==> src/tfct_pkg.sv <==
// package for the fall-confirm track table
// types, sizes and codes shared by the table ram, the time compare unit and the top level
// no dependencies
`timescale 1ns / 1ps
`default_nettype none

package tfct_pkg;

   localparam int TRACK_SLOTS = 32;
   localparam int SLOT_W      = (TRACK_SLOTS > 1) ? $clog2(TRACK_SLOTS) : 1;
   localparam int CNT_W       = $clog2(TRACK_SLOTS + 1);
   localparam int TIME_W      = 32;
   localparam int ID_W        = 17;
   localparam int TRACK_W     = 16;
   localparam int CSR_IDX_W   = 2;

   localparam logic [CSR_IDX_W-1:0] CSR_CONFIRM_TIME  = 2'd0;
   localparam logic [CSR_IDX_W-1:0] CSR_STALE_TIMEOUT = 2'd1;

   localparam logic [TIME_W-1:0] CONFIRM_TIME_RESET  = 32'd2000;
   localparam logic [TIME_W-1:0] STALE_TIMEOUT_RESET = 32'd5000;

   localparam logic       KIND_DETECT = 1'b0;
   localparam logic       KIND_SWEEP  = 1'b1;
   localparam logic [1:0] CLS_PERSON  = 2'd1;
   localparam logic [1:0] CLS_DOWN    = 2'd2;

   typedef struct packed {
      logic [TRACK_W-1:0] track;
      logic               in_down;
      logic               confirmed;
      logic [TIME_W-1:0]  down_start;
      logic [TIME_W-1:0]  last_seen;
   } entry_type;

   typedef struct packed {
      logic [TIME_W-1:0] a;
      logic [TIME_W-1:0] b;
      logic [TIME_W-1:0] limit;
      logic              incl;
   } cmp_req_type;

   typedef enum logic [2:0] {
      ST_IDLE,
      ST_SCAN,
      ST_DRAIN,
      ST_APPLY,
      ST_DONE
   } state_type;

endpackage

`default_nettype wire

==> src/tfct_entry_ram.sv <==
// per-slot track entry storage, one write and one registered read port
// depends on tfct_pkg
`timescale 1ns / 1ps
`default_nettype none

module tfct_entry_ram (
   input  wire logic                       clock,
   input  wire logic                       wr_en,
   input  wire logic [tfct_pkg::SLOT_W-1:0] wr_addr,
   input  wire tfct_pkg::entry_type        wr_data,
   input  wire logic [tfct_pkg::SLOT_W-1:0] rd_addr,
   output tfct_pkg::entry_type             rd_data
);

   tfct_pkg::entry_type mem [tfct_pkg::TRACK_SLOTS];

   always_ff @(posedge clock) begin
      if (wr_en) begin
         mem[wr_addr] <= wr_data;
      end
   end

   always_ff @(posedge clock) begin
      rd_data <= mem[rd_addr];
   end

endmodule

`default_nettype wire

==> src/tfct_time_cmp.sv <==
// shared wrapping time difference and threshold compare
// used for the stale check during sweeps and the confirm check on down detections
// depends on tfct_pkg
`timescale 1ns / 1ps
`default_nettype none

module tfct_time_cmp (
   input  wire tfct_pkg::cmp_req_type req,
   output logic                       over
);

   logic [tfct_pkg::TIME_W-1:0] diff;

   always_comb begin
      diff = req.a - req.b;
      if (req.incl) begin
         over = (diff >= req.limit);
      end else begin
         over = (diff > req.limit);
      end
   end

endmodule

`default_nettype wire

==> src/track_fall_confirm_table.sv <==
// Fall-confirm track table, top level.
// Channels: req_* carries one transaction per detection or sweep (valid/stall),
// rsp_* returns one result per request (valid/stall), csr_* writes the confirm
// time (index 0) and the stale timeout (index 1); csr_ready is always high and
// writes are expected only while the block is idle.
// A tracked person or down detection and a sweep scan all TRACK_SLOTS entries
// of the entry ram one per cycle through its single read port. A detection
// then passes the drain and apply states before done, a sweep only drain; an
// untracked or other-class detection goes straight to done without a scan.
// req_stall stays high while a request is in flight
// and drops the cycle after the result loads.
// The result sits in an output register, so a new request is taken while the
// previous result waits; if rsp_stall holds the old result when the next one is
// finished, the block waits in its final state until the register frees up.
// Synchronous reset clears all valid bits, the track count, the handshakes and
// restores the register defaults (2000 ms confirm, 5000 ms timeout).
// Depends on tfct_pkg, tfct_entry_ram and tfct_time_cmp.
`timescale 1ns / 1ps
`default_nettype none

module track_fall_confirm_table (
   input  wire logic                          clock,
   input  wire logic                          reset,
   input  wire logic                          req_valid,
   output logic                               req_stall,
   input  wire logic                          req_kind,
   input  wire logic signed [16:0]            req_track_id,
   input  wire logic [1:0]                    req_class_kind,
   input  wire logic [31:0]                   req_timestamp_ms,
   output logic                               rsp_valid,
   input  wire logic                          rsp_stall,
   output logic signed [16:0]                 rsp_id_echo,
   output logic                               rsp_fall_confirmed,
   output logic                               rsp_table_full,
   output logic [5:0]                         rsp_active_tracks,
   input  wire logic                          csr_valid,
   output logic                               csr_ready,
   input  wire logic [tfct_pkg::CSR_IDX_W-1:0] csr_index,
   input  wire logic [31:0]                   csr_wdata
);

   localparam int SW = tfct_pkg::SLOT_W;
   localparam int CW = tfct_pkg::CNT_W;
   localparam logic [SW-1:0] LAST_SLOT = SW'(tfct_pkg::TRACK_SLOTS - 1);

   tfct_pkg::state_type state_ff, state_in;

   logic [31:0] confirm_ff, stale_ff;

   logic        kind_ff;
   logic [16:0] id_ff;
   logic [1:0]  cls_ff;
   logic [31:0] now_ff;

   logic [tfct_pkg::TRACK_SLOTS-1:0] valid_ff, valid_in;
   logic [CW-1:0]                    count_ff, count_in;

   logic [SW-1:0] idx_ff, chk_idx_ff;
   logic          chk_vld_ff;

   logic                hit_ff, hit_in, free_ff, free_in;
   logic [SW-1:0]       hit_idx_ff, hit_idx_in, free_idx_ff, free_idx_in;
   tfct_pkg::entry_type hit_ent_ff, hit_ent_in;
   logic                fall_ff, fall_in, full_ff, full_in;

   logic        rsp_valid_ff;
   logic [16:0] rsp_id_ff;
   logic        rsp_fall_ff, rsp_full_ff;
   logic [5:0]  rsp_cnt_ff;

   // fsm outputs
   logic scan_en, apply_en, done_load, rsp_free, accept, needs_scan;

   // ram and compare unit
   logic                  wr_en;
   logic [SW-1:0]         wr_addr;
   tfct_pkg::entry_type   wr_data, rd_data;
   tfct_pkg::cmp_req_type cmp_req;
   logic                  cmp_over;

   logic [31:0]    ds_sel;
   logic           conf_new, chk_bit, sweep_clear;
   logic [CW+5:0]  cnt_ext;

   tfct_entry_ram u_ram (
      .clock   (clock),
      .wr_en   (wr_en),
      .wr_addr (wr_addr),
      .wr_data (wr_data),
      .rd_addr (idx_ff),
      .rd_data (rd_data)
   );

   tfct_time_cmp u_cmp (
      .req  (cmp_req),
      .over (cmp_over)
   );

   assign rsp_free   = !rsp_valid_ff || !rsp_stall;
   assign accept     = req_valid && !req_stall;
   assign needs_scan = (req_kind == tfct_pkg::KIND_SWEEP) ||
                       (!req_track_id[16] && ((req_class_kind == tfct_pkg::CLS_PERSON) ||
                                              (req_class_kind == tfct_pkg::CLS_DOWN)));

   // next state
   always_comb begin
      state_in = state_ff;
      unique case (state_ff)
         tfct_pkg::ST_IDLE: begin
            if (req_valid) begin
               state_in = needs_scan ? tfct_pkg::ST_SCAN : tfct_pkg::ST_DONE;
            end
         end
         tfct_pkg::ST_SCAN: begin
            if (idx_ff == LAST_SLOT) begin
               state_in = tfct_pkg::ST_DRAIN;
            end
         end
         tfct_pkg::ST_DRAIN: begin
            state_in = (kind_ff == tfct_pkg::KIND_SWEEP) ? tfct_pkg::ST_DONE
                                                        : tfct_pkg::ST_APPLY;
         end
         tfct_pkg::ST_APPLY: state_in = tfct_pkg::ST_DONE;
         tfct_pkg::ST_DONE: begin
            if (rsp_free) begin
               state_in = tfct_pkg::ST_IDLE;
            end
         end
         default: state_in = tfct_pkg::ST_IDLE;
      endcase
   end

   // fsm outputs
   always_comb begin
      req_stall = 1'b1;
      scan_en   = 1'b0;
      apply_en  = 1'b0;
      done_load = 1'b0;
      unique case (state_ff)
         tfct_pkg::ST_IDLE:  req_stall = 1'b0;
         tfct_pkg::ST_SCAN:  scan_en   = 1'b1;
         tfct_pkg::ST_DRAIN: ;
         tfct_pkg::ST_APPLY: apply_en  = 1'b1;
         tfct_pkg::ST_DONE:  done_load = rsp_free;
         default: ;
      endcase
   end

   // shared compare: confirm check while applying, stale check otherwise
   assign ds_sel = hit_ent_ff.in_down ? hit_ent_ff.down_start : now_ff;
   always_comb begin
      if (apply_en) begin
         cmp_req = '{a: now_ff, b: ds_sel, limit: confirm_ff, incl: 1'b1};
      end else begin
         cmp_req = '{a: now_ff, b: rd_data.last_seen, limit: stale_ff, incl: 1'b0};
      end
   end
   assign conf_new = (hit_ent_ff.in_down & hit_ent_ff.confirmed) | cmp_over;

   assign chk_bit     = valid_ff[chk_idx_ff];
   assign sweep_clear = chk_vld_ff && (kind_ff == tfct_pkg::KIND_SWEEP) && chk_bit && cmp_over;

   // scan results, table update and flags
   always_comb begin
      hit_in      = hit_ff;
      hit_idx_in  = hit_idx_ff;
      hit_ent_in  = hit_ent_ff;
      free_in     = free_ff;
      free_idx_in = free_idx_ff;
      fall_in     = fall_ff;
      full_in     = full_ff;
      valid_in    = valid_ff;
      count_in    = count_ff;
      wr_en       = 1'b0;
      wr_addr     = hit_idx_ff;
      wr_data     = hit_ent_ff;

      if (accept) begin
         hit_in  = 1'b0;
         free_in = 1'b0;
         fall_in = 1'b0;
         full_in = 1'b0;
      end

      if (chk_vld_ff && (kind_ff == tfct_pkg::KIND_DETECT)) begin
         if (chk_bit && (rd_data.track == id_ff[15:0]) && !hit_ff) begin
            hit_in     = 1'b1;
            hit_idx_in = chk_idx_ff;
            hit_ent_in = rd_data;
         end
         if (!chk_bit && !free_ff) begin
            free_in     = 1'b1;
            free_idx_in = chk_idx_ff;
         end
      end

      if (sweep_clear) begin
         valid_in[chk_idx_ff] = 1'b0;
         count_in             = count_ff - CW'(1);
      end

      if (apply_en) begin
         if (cls_ff == tfct_pkg::CLS_PERSON) begin
            if (hit_ff) begin
               wr_en           = 1'b1;
               wr_data.in_down = 1'b0;
               wr_data.last_seen = now_ff;
               if (hit_ent_ff.in_down) begin
                  wr_data.confirmed  = 1'b0;
                  wr_data.down_start = '0;
               end
            end else if (free_ff) begin
               wr_en                 = 1'b1;
               wr_addr               = free_idx_ff;
               wr_data               = '{track: id_ff[15:0], in_down: 1'b0, confirmed: 1'b0,
                                         down_start: '0, last_seen: now_ff};
               valid_in[free_idx_ff] = 1'b1;
               count_in              = count_ff + CW'(1);
            end else begin
               full_in = 1'b1;
            end
         end else if (hit_ff) begin
            wr_en              = 1'b1;
            wr_data.in_down    = 1'b1;
            wr_data.confirmed  = conf_new;
            wr_data.down_start = ds_sel;
            wr_data.last_seen  = now_ff;
            fall_in            = conf_new;
         end
      end
   end

   assign cnt_ext = {6'd0, count_ff};

   always_ff @(posedge clock) begin
      if (reset) begin
         state_ff     <= tfct_pkg::ST_IDLE;
         confirm_ff   <= tfct_pkg::CONFIRM_TIME_RESET;
         stale_ff     <= tfct_pkg::STALE_TIMEOUT_RESET;
         valid_ff     <= '0;
         count_ff     <= '0;
         chk_vld_ff   <= 1'b0;
         idx_ff       <= '0;
         rsp_valid_ff <= 1'b0;
      end else begin
         state_ff   <= state_in;
         valid_ff   <= valid_in;
         count_ff   <= count_in;
         chk_vld_ff <= scan_en;
         if (accept) begin
            idx_ff <= '0;
         end else if (scan_en) begin
            idx_ff <= idx_ff + SW'(1);
         end
         if (csr_valid) begin
            if (csr_index == tfct_pkg::CSR_CONFIRM_TIME) begin
               confirm_ff <= csr_wdata;
            end else if (csr_index == tfct_pkg::CSR_STALE_TIMEOUT) begin
               stale_ff <= csr_wdata;
            end
         end
         if (done_load) begin
            rsp_valid_ff <= 1'b1;
         end else if (!rsp_stall) begin
            rsp_valid_ff <= 1'b0;
         end
      end
   end

   // payload
   always_ff @(posedge clock) begin
      chk_idx_ff  <= idx_ff;
      hit_ff      <= hit_in;
      hit_idx_ff  <= hit_idx_in;
      hit_ent_ff  <= hit_ent_in;
      free_ff     <= free_in;
      free_idx_ff <= free_idx_in;
      fall_ff     <= fall_in;
      full_ff     <= full_in;
      if (accept) begin
         kind_ff <= req_kind;
         id_ff   <= req_track_id;
         cls_ff  <= req_class_kind;
         now_ff  <= req_timestamp_ms;
      end
      if (done_load) begin
         rsp_id_ff   <= (kind_ff == tfct_pkg::KIND_SWEEP) ? '1 : id_ff;
         rsp_fall_ff <= fall_ff;
         rsp_full_ff <= full_ff;
         rsp_cnt_ff  <= cnt_ext[5:0];
      end
   end

   assign csr_ready          = 1'b1;
   assign rsp_valid          = rsp_valid_ff;
   assign rsp_id_echo        = rsp_id_ff;
   assign rsp_fall_confirmed = rsp_fall_ff;
   assign rsp_table_full     = rsp_full_ff;
   assign rsp_active_tracks  = rsp_cnt_ff;

`ifndef SYNTH
   a_count_matches: assert property (@(posedge clock) disable iff (reset)
      count_ff == CW'($countones(valid_ff)))
      else $error("track count out of step with valid bits");

   a_rsp_from_done: assert property (@(posedge clock) disable iff (reset)
      $rose(rsp_valid_ff) |-> $past(state_ff == tfct_pkg::ST_DONE))
      else $error("result raised outside the done state");

   a_busy_after_accept: assert property (@(posedge clock) disable iff (reset)
      accept |=> req_stall)
      else $error("request taken while a transaction is in flight");

   a_flags_exclusive: assert property (@(posedge clock) disable iff (reset)
      rsp_valid_ff |-> !(rsp_full_ff && rsp_fall_ff))
      else $error("table full and fall confirmed on one result");
`endif

endmodule

`default_nettype wire
==> config.mk <==
export PLATFORM = sky130hd
export DESIGN_NAME = track_fall_confirm_table
export DESIGN_NICKNAME = d
export VERILOG_FILES = /design/src/tfct_pkg.sv /design/src/tfct_entry_ram.sv /design/src/tfct_time_cmp.sv /design/src/track_fall_confirm_table.sv
export SDC_FILE = /design/constraint.sdc
export NUM_CORES = 2
export LEC_CHECK = 0
export BUFFER_PORTS_ARGS = -buffer_cell sky130_fd_sc_hd__buf_2
export CAP_MARGIN = 20
export CORE_AREA = 3 3 476 478
export CTS_CLUSTER_DIAMETER = 50
export CTS_CLUSTER_SIZE = 10
export DETAILED_ROUTE_END_ITERATION = 16
export DIE_AREA = 0 0 479 481
export GPL_TIMING_DRIVEN = 0
export MAX_ROUTING_LAYER = met4
export PLACE_DENSITY = 0.81
export SYNTH_ARGS = -nofsm -noshare
export SYNTH_HDL_FRONTEND = slang
export SYNTH_SLANG_ARGS = --single-unit
==> constraint.sdc <==
create_clock -name clock -period 6.8 [get_ports clock]
set_clock_uncertainty 0.05 [all_clocks]
set_input_delay 1.36 -clock clock [delete_from_list [all_inputs] [get_ports clock]]
set_output_delay 1.36 -clock clock [all_outputs]
set_load 0.1 [all_outputs]
# ---- Word level (Yosys, flattened, before mapping)
# Memory sizes are Yosys's and may differ from the RTL's. A register that Yosys moved wholly into a read port is not among the register bits.
# Index checks and enable logic that the tools add are counted.
dict set report word_totals {
  ramBits 2624
  inputBits 91
  register_bits 290
  mem_count 1
}
# memory depth width read_ports rd_ports_with_merged_regs wr line_no
set mem_list {}
lappend mem_list {u_ram.mem 32 82 1 1 1 tfct_entry_ram.sv:15} ;# tfct_pkg::entry_type mem [tfct_pkg::TRACK_SLOTS];
dict set report op_classes {
  reduce_logical 28
  n_bitwise 7
  eq_ne 14
  muxes 65
  add_sub_neg 4
  order_cmp 6
}
# cell n
set ops {}
lappend ops {{$mux W66} 3}
lappend ops {{$mux W32} 6}
lappend ops {{$mux W82} 2}
lappend ops {{$mux W65} 1}
lappend ops {{$mux W33} 1}
lappend ops {{$and A32 B32 Y32} 1}
lappend ops {{$ge A32 B32 Y1} 1}
lappend ops {{$gt A32 B32 Y1} 1}
lappend ops {{$mux W1} 32}
lappend ops {{$mux W16} 2}
lappend ops {{$not A32 Y32} 1}
lappend ops {{$or A32 B32 Y32} 1}
lappend ops {{$sub A32 B32 Y32} 1}
lappend ops {{$mux W6} 5}
lappend ops {{$mux W5} 4}
lappend ops {{$eq A16 B16 Y1} 1}
lappend ops {{$mux W3} 5}
lappend ops {{$pmux W3 S5} 1}
lappend ops {{$lt A5 B6 Y1 const B} 2}
lappend ops {{$logic_and A1 B1 Y1} 11}
lappend ops {{$demux W1 S5} 2}
lappend ops {{$ge A5 B1 Y1 const B} 2}
lappend ops {{$add A6 B1 Y6 const B} 1}
lappend ops {{$eq A2 B1 Y1 const B} 3}
lappend ops {{20 further kinds} 34}

# ---- Logic depth before layout (Yosys ltp)
dict set report depth {
  word_depth 13
  mapped_depth 27
}

# ---- Hierarchy
# A second synthesis with hierarchy kept.
dict set report hier_totals {
  hier_cells 6496
  hier_area_um2 116890.9
}
# mod area_each_um2 cells_each n_inst
set modules_own_cells {}
lappend modules_own_cells {tfct_entry_ram 101403.5 4804 1}
lappend modules_own_cells {track_fall_confirm_table 12734.7 1284 1}
lappend modules_own_cells {tfct_time_cmp 2752.6 408 1}

# ---- Worst setup path after synthesis
# No wires, ideal clock.
dict set report synth_path {
  path_kind {flip-flop to flip-flop}
  from {reg hit_ent_ff[65] in the netlist's numbering}
  to {mem u_ram.mem[0][64] in the netlist's numbering, data pin}
  slack_ns 0.141
  t_arrival_ns 6.155
  period_less_slack_ns 6.659
  n_path_buf 2
  stages_incl_launch_ff 22
  path_cell_list {edfxtp_1 > clkbuf_1 > buf_1 > mux2i_1 > nor2_1 > a21oi_1 > ha_1 > a21oi_1 > o21ai_1 > a2111o_1 > nor3_1 > o31ai_2 > o41ai_2 > nor4bb_1 > a311o_1 > ha_1 > nand4_1 > or2_2 > nand3b_1 > o221ai_1 > nand2_1 > o21ai_0}
}
# element line_no
set synth_rtl {}
lappend synth_rtl {{start, declared} track_fall_confirm_table.sv:63} ;# tfct_pkg::entry_type hit_ent_ff, hit_ent_in;
lappend synth_rtl {{start signal, assigned} track_fall_confirm_table.sv:275} ;# hit_ent_ff <= hit_ent_in;
lappend synth_rtl {{end, declared} tfct_entry_ram.sv:15}

# ---- Worst setup path in the final report
dict set report layout_path {
  from {reg state_ff[0]}
  to {reg valid_ff[2] in the netlist's numbering}
}
dict set report layout_between {
  elab_chain_len 13
  elab_cells_between_ends 14
  classes_between {add/sub (1); order compare (2); eq/ne (1); mux (8); bitwise (1); reduce/logical (1)}
}
# element line_no
set layout_lines {}
lappend layout_lines {{start, declared} track_fall_confirm_table.sv:46} ;# tfct_pkg::state_type state_ff, state_in;
lappend layout_lines {{start signal, assigned} track_fall_confirm_table.sv:237} ;# state_ff <= tfct_pkg::ST_IDLE;
lappend layout_lines {{start signal, assigned} track_fall_confirm_table.sv:246} ;# state_ff <= state_in;
lappend layout_lines {{$eq A3 B2 Y1 *} track_fall_confirm_table.sv:139} ;# unique case (state_ff)
lappend layout_lines {{$mux W1 *} track_fall_confirm_table.sv:139}
lappend layout_lines {{$mux W65} track_fall_confirm_table.sv:152} ;# if (apply_en) begin
lappend layout_lines {{$sub A32 B32 Y32} tfct_time_cmp.sv:15} ;# diff = req.a - req.b;
lappend layout_lines {{$gt A32 B32 Y1 or $ge A32 B32 Y1 (tied branches)} {tfct_time_cmp.sv:19, tfct_time_cmp.sv:17}}
lappend layout_lines {{$mux W1} tfct_time_cmp.sv:16} ;# if (req.incl) begin
lappend layout_lines {{$logic_and A1 B1 Y1} track_fall_confirm_table.sv:161} ;# assign sweep_clear = chk_vld_ff && (kind_ff == tfct_pkg::KIND_SWEEP) && chk_bit && cmp_over;
lappend layout_lines {{$mux W32} track_fall_confirm_table.sv:197} ;# if (sweep_clear) begin
lappend layout_lines {{$or A32 B32 Y32 (no source line)} -}
lappend layout_lines {{$mux W32} track_fall_confirm_table.sv:212} ;# end else if (free_ff) begin
lappend layout_lines {{$mux W32} track_fall_confirm_table.sv:204} ;# if (hit_ff) begin
lappend layout_lines {{$mux W32} track_fall_confirm_table.sv:203} ;# if (cls_ff == tfct_pkg::CLS_PERSON) begin
lappend layout_lines {{$mux W32 *} track_fall_confirm_table.sv:202} ;# if (apply_en) begin
lappend layout_lines {{end signal, assigned} track_fall_confirm_table.sv:247} ;# valid_ff <= valid_in;
lappend layout_lines {{end, declared} track_fall_confirm_table.sv:55} ;# logic [tfct_pkg::TRACK_SLOTS-1:0] valid_ff, valid_in;
# Mark *: on every way between the ends. The rest lies on a longest branch, timed or not.
# A chain may end at the register's enable or synchronous reset.

==> flow_summary.toml <==
[detailed_routing]
drc = 3
via_per_inst = 6.98
routedWlPerCell_um = 38.7
via_count = 64900
firstDrtPassIters = 14
dr.first_iter.drc_count = 11500
wirelength_um = 360000
ant_nets = 0

[timing]
post-route-min-period_ps = 6680
hold_viol_final = 0
fin_setup_tns_ps = 0
maxSlewHeadroom_pct = 16.4
period_share_pct = 98.2
max_freq_mhz = 150
rsz0062_at_grt = "no"
slew_viol_final = 0
worst_slew_pin_slew_ps = 1250
setup_violations = 0

[logic_synthesis]
synth.net_count = 5528
synthArstFlopShare_pct = 0
yosysUniqueCellTypes = 75
ys.flop_type = "edfxtp_1"
yosysSeqAreaShare_pct = 75.9
syn_inst = 5369
synth-seq-cells = 2996
synth_fa_ha_area_share_pct = 0.741
synth.area.mux_share_pct = 17.8
syn_area_sq_um = 116000
synth_edf_count = 2793
synth_top_family_by_area = "multiplexers"
yosysWarnings = 0
synth.avg_cell_area_sq_um = 21.6
synth_xor_xnor_area_share_pct = 0.325
synth_compound_area_share_pct = 1.68
synthSimpleGateAreaFrac_pct = 2.37

[layout]
layout.area.seq_sq_um = 87900
multiInputGateArea_sq_um = 27000
fillCellCount = 13900
layout_commonest_cell = "edfxtp_1"
drive_gt1_share_pct = 29.1
final_cell_mix = "edfxtp_1, mux4_2, clkbuf_1"
area_growth_pct = 16.8
nets = 6236

[grt]
first_global_vias = 65400
grt-ovfl-total = 0
grt_max_degree = 51
antenna_found_initial = 17
grt_pass1_wl_um = 495000
grt.total_usage_pct = 31.7

[placement]
numPortBuffers = 117
dp_hpwl_um = 213000
gp_congestion = 0.890

[die]
rows = 173
start_util_pct = 52.1
core_sq_um = 222000
ios = 119
fp.dieW_um = 479
dieArea_sq_um = 230000
die_h_um = 481

[job]
maxCapViolations = 0

[power_and_ir_drop]
totalPowerFinal_mw = 38.9
power_density_nw_per_um2 = 287
peakVddDrop_v = 0.000240
p_leak_nw = 41.7

[critical_path]
cp_top_family = "simple AND/OR/NAND/NOR gates"
cp_max_fo = 12
required_ps = 7570
slowest_delay_ps = 480
worstSetupStartpointType = "register"
critical_path.slowest_cell = "or4b_1"
crit_arrival_ps = 7440
crit_type = "reg -> reg"
crit_path_end_kind = "register"
path_buf_inv = 3

[run_status]
failed_checks = "design-rule violations"
outcome = "finished with violations"

[cts]
path_clk_slew_ps = 60
clockRootBuffer = "clkbuf_16"
cts_htree_levels = 5
cts_buffers = 357
cts.sinks = 2996
tritoncts = "done"
cts_max_path_buffers = 4
insertion_delay_ps = 1010

[worst_hold_path]
hold_path.class = "reg -> reg"
==> sequential cells by signal, indices dropped and copies added (netlist names), 2 cells and up <==
register,cells
id_ff,17
idx_ff,5
u_ram.mem,2624
hit_ent_ff,82
count_ff,6
chk_idx_ff,5
rsp_id_echo,17
hit_idx_ff,5
confirm_ff,32
free_idx_ff,5
now_ff,32
cls_ff,2
state_ff,3
rsp_active_tracks,6
valid_ff,32
stale_ff,32
u_ram.rd_data,82
==> power breakdown <==
part	switching (mW)	internal (mW)
Sequential	0.122	19.9
Combinational	0.837	0.643
Clock	7.33	9.99
==> worst paths after layout <==
check                   start       endpoint  slack (ps)  cells past startpoint
hold / removal      idx_ff[2]  chk_idx_ff[2]         320                      0
setup reg to reg  state_ff[0]    valid_ff[2]         120                     25
hold reg to reg     idx_ff[2]  chk_idx_ff[2]         320                      0
setup / recovery  state_ff[0]    valid_ff[2]         120                     25
==> metrics by stage <==
| step | std cells | util [%] | hold WS, ps | setup WS [ps] | cell area, sq um |
|---|---|---|---|---|---|
| 2_1_floorplan | 5369 | - | 279 | 141 | 116000 |
| 6_report | 9306 | 60.8 | 324 | 125 | 135000 |
| 3_3_place_gp | 8461 | 54.0 | 287 | -6520 | 120000 |
| 4_1_cts | 9250 | 60.5 | 326 | 119 | 135000 |
| 3_5_place_dp | 8657 | 55.9 | 295 | -884 | 124000 |
| 5_1_grt | 9303 | 60.8 | 330 | 29.1 | 135000 |
==> synthesized netlist by cell type, types with 31 or more instances <==
library cell  count  share of area (%)
mux2i_1          68               0.59
edfxtp_1       2793                 72
nand2_1         296               0.96
buf_1            83               0.27
xnor2_1          31               0.23
nor2_1          114               0.37
inv_1            52               0.17
a21oi_1         156               0.67
dfxtp_1         203                3.5
mux4_2          828                 16
clkbuf_1        185               0.60
ha_1             67               0.72
o21ai_0          40               0.17
nand3_1          35               0.15
mux2_2          112                1.1
==> repair_timing <==
action / CTS / global route
setup endpoints to repair: 71 / 70
gates resized for setup: 12 / 13
buffers inserted: 4 / 0
hold buffers: 0 / 0
==> cell type report <==
type | instances | share of cell area, %
multi-input cells | 2037 | 20.0
inverters | 53 | 0.149
flip-flops and latches | 2996 | 65.0
plain buffers | 276 | 0.826
well taps | 2975 | 2.75
repair buffers | 356 | 3.74
clock buffers | 573 | 7.35
clock inverters | 22 | 0.167
diodes | 18 | 0.0333
==> routing by layer <==
| metal | up-vias | global-route usage, % | routed length [um] |
|---|---|---|---|
| met5 | - | - | 0 |
| li1 | 23800 | - | - |
| met2 | 6791 | 49.4 | 173000 |
| met3 | 1658 | 9.35 | 48600 |
| met4 | 0 | 20.2 | 28200 |
| met1 | 32700 | 36.1 | 110000 |
==> cells by family after synthesis <==
| group | count (synthesis) |
|---|---|
| compound gates | 312 |
| xor+xnor | 43 |
| fa+ha+maj | 68 |
| buf+inv | 336 |
| flops | 2996 |
| mux | 1010 |
| other cells | 1 |
| simple gates | 603 |
Note: power is estimated with default switching activity, not from simulation.
